==> config.mk <==
export PLATFORM = sky130hd
export DESIGN_NAME = hla_alu
export DESIGN_NICKNAME = d
export VERILOG_FILES = /design/src/sv/hla_pkg.sv /design/src/sv/hla_alu.sv
export SDC_FILE = /design/constraint.sdc
export NUM_CORES = 1
export LEC_CHECK = 0
export BUFFER_PORTS_ARGS = -buffer_cell sky130_fd_sc_hd__clkbuf_2
export CORE_UTILIZATION = 50
export DETAILED_ROUTE_END_ITERATION = 7
export GPL_TIMING_DRIVEN = 1
export PLACE_DENSITY = 0.93
export SLEW_MARGIN = 15
export SYNTH_ARGS = -nofsm -noshare
export SYNTH_HDL_FRONTEND = slang
export SYNTH_SLANG_ARGS = --single-unit
==> constraint.sdc <==
create_clock -name vclk -period 4.3
set_clock_uncertainty 0.2 [all_clocks]
set_input_delay 0.43 -clock vclk [all_inputs]
set_output_delay 0.43 -clock vclk [all_outputs]
set_load 0.02 [all_outputs]
==> src/sv/hla_pkg.sv <==
// Shared types, constants and tag helpers for the implicit-list heap allocator.
package hla_pkg;

    localparam int WORD_W   = 32;
    localparam int REQ_W    = 16;
    localparam int ADDR_W   = 16;
    localparam int CHUNK_W  = 17;
    localparam int STATUS_W = 2;

    localparam logic [WORD_W-1:0]  DWORD     = 32'd8;
    localparam logic [WORD_W-1:0]  WORDB     = 32'd4;
    localparam logic [WORD_W-1:0]  MIN_BLOCK = 32'd16;
    localparam logic [WORD_W-1:0]  ALLOC_BIT = 32'd1;
    localparam logic [CHUNK_W-1:0] RESET_CHUNK = 17'd4096;
    localparam logic [WORD_W-1:0]  RESET_BREAK = 32'd4112;

    typedef logic [WORD_W-1:0] word_t;

    typedef enum logic [STATUS_W-1:0] {
        ST_DONE      = 2'd0,
        ST_ZERO_SIZE = 2'd1,
        ST_EXHAUSTED = 2'd2
    } status_t;

    typedef enum logic [0:0] {
        MODE_ALLOC = 1'b0,
        MODE_FREE  = 1'b1
    } mode_t;

    // Strip the allocated bit and the spare low bits from a tag.
    function automatic word_t tag_size(input word_t tag);
        tag_size = {tag[WORD_W-1:3], 3'b000};
    endfunction

endpackage

==> src/sv/hla_alu.sv <==
// Shared 32-bit add/subtract unit for walk, grow, merge and placement.
module hla_alu
    import hla_pkg::*;
(
    input  word_t a,
    input  word_t b,
    input  logic  sub,
    output word_t y,
    output logic  carry
);

    logic [WORD_W:0] full;

    always_comb
    begin
        if (sub)
        begin
            full = {1'b0, a} - {1'b0, b};
        end
        else
        begin
            full = {1'b0, a} + {1'b0, b};
        end
    end

    assign y     = full[WORD_W-1:0];
    assign carry = full[WORD_W];

endmodule

; ---- Yosys cells after proc, flatten, opt, wreduce, memory -nomap -nowiden
; Cells that the tools add are included.
[word_totals]
in_bits = 65
ff_bits = 0
ramBits = 0
output_inout_bits = 33
elab_cells = 3
mem_count = 0
latchBits = 0
rom_bits = 0
[op_classes]
bitwise_logic = 0
reduce_logical = 0
div_mod_pow = 0
addsub = 2
n_mul = 0
n_eq_ne = 0
n_lt_le_gt_ge = 0
n_shift = 0
n_mux = 1
[ops]
columns = operator, n
row1 = adder 32 x 32 -> 33 bit, 1
row2 = two-way mux 33 bit, 1
row3 = subtractor 32 x 32 -> 33 bit, 1

; ---- Depth between registers and ports, before layout
[logic_depth]
word_depth = 2
ltp_mapped = 16
mapped_depth_nobuf = 15

; ---- Worst setup path before layout
; Ideal clock, no wire load.
[synth_timing]
kind = in2out
start = input b[4]
end = output y[28]
setup_slack_ns = 0.322
stages = 15
path_buffers = 1
t_arrival_ns = 3.348
cell_sequence = nor3_1 > and3_1 > and2_1 > nand2_1 > nor2_1 > nor2_1 > xnor2_1 > ha_1 > buf_6 > nand2_2 > or3_4 > a221o_2 > a21oi_2 > a21boi_1 > xnor2_1
[synth_via]
elab_chain_cells = 2
word_cells_on_any_way = 3
[synth_rtl]
columns = item, line_no
row1 = from (decl), hla_alu.sv:6  ; input word_t b,
row2 = adder 32 x 32 -> 33 bit or subtractor 32 x 32 -> 33 bit (tied branches), "hla_alu.sv:22, hla_alu.sv:18"
row3 = two-way mux 33 bit (*), hla_alu.sv:16  ; if (sub)
row4 = to (decl), hla_alu.sv:8  ; output word_t y,
; Every way passes the cells marked *; elsewhere a longest branch is shown, timed or not.

; ---- Worst setup path after layout
[layout_timing]
start = input b[0]
end = output carry
[layout_via]
elab_chain_cells = 2
word_cells_on_any_way = 3
[layout_rtl]
columns = item, line_no
row1 = adder 32 x 32 -> 33 bit or subtractor 32 x 32 -> 33 bit (tied branches), "hla_alu.sv:22, hla_alu.sv:18"
row2 = two-way mux 33 bit (*), hla_alu.sv:16
row3 = to (decl), hla_alu.sv:9  ; output logic carry
; Marked as above.

==> impl_metrics.csv <==
group,metric,value,unit
outcome,outcome,"complete, no violations",
logic_synthesis,synth_top_family_by_area,"compound AO/OA/AOI/OAI gates",
pwr,irDropWorstVdd,0.210,mV
placed_design,place_area,3290,µm²
placed_design,io_buffers,98,
final_layout,design.seq.count,0,
worst_setup_path,critPathMaxFanout,5,
flow_run,maxCapViolations,0,
routing,final_antenna_net_count,0,
logic_synthesis,synth-compound-area-share,32.4,%
timing,tightest_slew,458,ps
timing,slew_headroom,69.2,%
worst_setup_path,path_class,"in2out",
worst_setup_path,cp_cell_sequence,"clkbuf_2, inv_1, ha_1, and3_1, buf_4, a21oi_1, xnor2_1, ha_1, o21ai_0, o21ai_0, o22ai_1, a221o_2, a21oi_4, a211oi_2, xor2_1, clkbuf_2",
floorplanning,initial_core_util,53.3,%
pwr,p_seq_share,0,%
global_route,grt_pass1_wl,12900,µm
final_layout,area_delta_synth_final,32.0,%
pwr,switching_share,59.3,%
routing,viasPerCell,6.03,
logic_synthesis,synth-simple-area-share,25.5,%
global_route,grt_pass1_vias,3129,
routing,dr.pass1.iters,5,
logic_synthesis,ys_seq_area_share,0,%
placed_design,gp_congestion,0.992,
logic_synthesis,yosysWarnings,0,
floorplanning,ioPinCount,98,
global_route,grt_usage,29.4,%
routing,wl_per_cell,14.9,µm
timing,rsz0062_at_grt,"true",
final_layout,drive_gt1_share,33.1,%
pwr,combPwrFrac,100.0,%
floorplanning,rows,25,
logic_synthesis,synthXorXnorAreaFrac,20.0,%
global_route,grt_max_degree,19,
worst_hold_path,hold_path.class,"in2out",
placed_design,dpl.hpwl,6910,µm
routing,drc_errors,0,
placed_design,preCtsSetupSlack,-12.9,ps
clock_tree,ctsHoldBuffers,0,
worst_setup_path,end_kind,"output port",
pwr,power_switching,514,µW
timing,fin_crit,4220,ps
final_layout,n_clock_buffer,0,
floorplanning,dieWidth,73.9,µm
worst_setup_path,cp-start-kind,"input port",
logic_synthesis,mappedNetlistNets,472,
logic_synthesis,synthCells,373,
final_layout,nets,590,
logic_synthesis,synth_area,2580,µm²
timing,drv_slew,0,
pwr,p_per_area,255,nW/µm²
logic_synthesis,postSynthAreaPerCell,6.92,µm²
worst_hold_path,hold_depth,4,
worst_setup_path,critPathRequiredTime,3670,ps
pwr,pwr-share-clk,0,%
timing,tns,0,ps
timing,post-route-period-util,98.2,%
timing,hold_violations,0,
final_layout,final_cell_area,3410,µm²
worst_setup_path,crit_path_top_delay_cell,"o21ai_0",
floorplanning,core,4850,µm²
floorplanning,dieArea,5460,µm²
worst_setup_path,slowest_delay,340,ps
final_layout,num_antenna_cells,0,
logic_synthesis,synth.area.mux_share,0.388,%
timing,finalSetupViolCount,0,
floorplanning,die_y,73.9,µm
timing,setup_ws,75.6,ps
routing,vias,3355,
timing,clock.fmax,0.237,GHz
global_route,overflow,0,
pwr,power.leakage,1.63,nW
logic_synthesis,ys_types,58,
worst_setup_path,critPathArrivalTime,3590,ps
global_route,antenna_found_initial,0,
final_layout,ff_latch_area,0,µm²
logic_synthesis,synth-adder-area-share,16.8,%
routing,drt_iter0_drc,234,
pwr,p_int,353,µW
routing,finalWirelength,8310,µm
## layer usage
metal	track usage [%]	up-vias	part of all wire (%)
met5	0	-	0
met4	15.6	0	4.6
met3	3.43	45	8.0
met2	50.1	206	47
met1	35.9	1497	40
li1	-	1607	-
## repair_timing
action                                 in CTS  in global routing
gates resized for setup                     1                 26
endpoints found under the hold margin       0                  0
setup endpoints to repair                   3                 11
buffers inserted                            0                  1
pin swaps                                   0                 12
## cell type report
type                       count  area (µm²)
tap                           67        83.8
fill                         393        1440
inverter                      14        52.6
timing repair buffer         127         713
multi-input combinational    348        2560
## worst paths after layout
kind / from / endpoint / slack, ps
setup / recovery: b[0] / carry / 80
hold / removal: b[0] / y[0] / 1050
## power by group through the flow
stage               clock network (mW)  logic, mW  registers (mW)
floorplan                            0      0.579               0
finish                               0      0.867               0
CTS                                  0      0.834               0
global route                         0      0.934               0
global placement                     0      0.811               0
detailed placement                   0      0.831               0
## worst max-delay path: cells and delay by family
| kind | cells | cell delay, ps |
|---|---|---|
| fa+ha+maj | 2 | 560 |
| simple gates | 1 | 180 |
| xor+xnor | 2 | 330 |
| compound gates | 7 | 1600 |
| buf+inv | 4 | 490 |
## cells in the final DEF, fill, tap and decap left out, types with 2 or more instances in the layout
cell type,count
o21a_1,8
and3_1,4
nor4_1,4
o22ai_1,2
o21ai_1,5
or2_2,2
nor3_2,2
nor3_1,9
nand2b_1,5
o21ai_0,13
a211oi_1,4
nand2_1,25
xor2_1,13
inv_1,14
buf_4,31
nor4_2,2
a21boi_0,2
nand4_1,9
nand2_2,2
o21bai_1,2
and2_4,2
a21oi_2,3
nand3_1,4
nor3_4,2
nor2b_1,8
a31oi_1,8
a21oi_1,40
xnor2_1,46
a211oi_2,4
ha_1,33
clkbuf_2,96
a21o_1,14
nor2_1,41
## synth_stat cells (all sizes together) (3+ instances only)
master | number | area share (%)
o21a | 9 | 2.7
nand4 | 9 | 2.2
buf | 9 | 2.6
xnor2 | 46 | 16
a211oi | 8 | 2.9
a21o | 14 | 4.1
and3 | 5 | 1.2
nor2b | 8 | 1.9
xor2 | 13 | 4.4
nor3 | 13 | 2.7
inv | 14 | 2.0
a21oi | 44 | 8.7
a31oi | 10 | 2.9
nor2 | 42 | 6.1
nor4 | 6 | 1.5
ha | 33 | 16
nand3 | 4 | 0.78
nand2 | 27 | 4.0
or2 | 3 | 0.73
nand2b | 5 | 1.2
nor3b | 3 | 0.87
o21ai | 18 | 3.5
a21boi | 3 | 0.87
## logic make-up (layout without fill, tap and decap cells)
group                    count (synthesis)  after routing
AND/OR/NAND/NOR                        132            132
AO/OA/AOI/OAI                          122            122
XOR/XNOR                                59             59
adder cells (fa/ha/maj)                 34             34
buffers and inverters                   25            141
multiplexers                             1              1
## metrics by stage
stage / total power [mW] / hold slack, ps / instances / util (%)
2_1_floorplan: 0.579 / 842 / 373 / -
3_3_place_gp: 0.811 / 1050 / 555 / 67.9
3_5_place_dp: 0.831 / 1050 / 555 / 67.9
4_1_cts: 0.834 / 1050 / 555 / 68.0
5_1_grt: 0.934 / 1070 / 556 / 70.3
6_report: 0.867 / 1050 / 556 / 70.3
(Power assumes the default switching activity.)
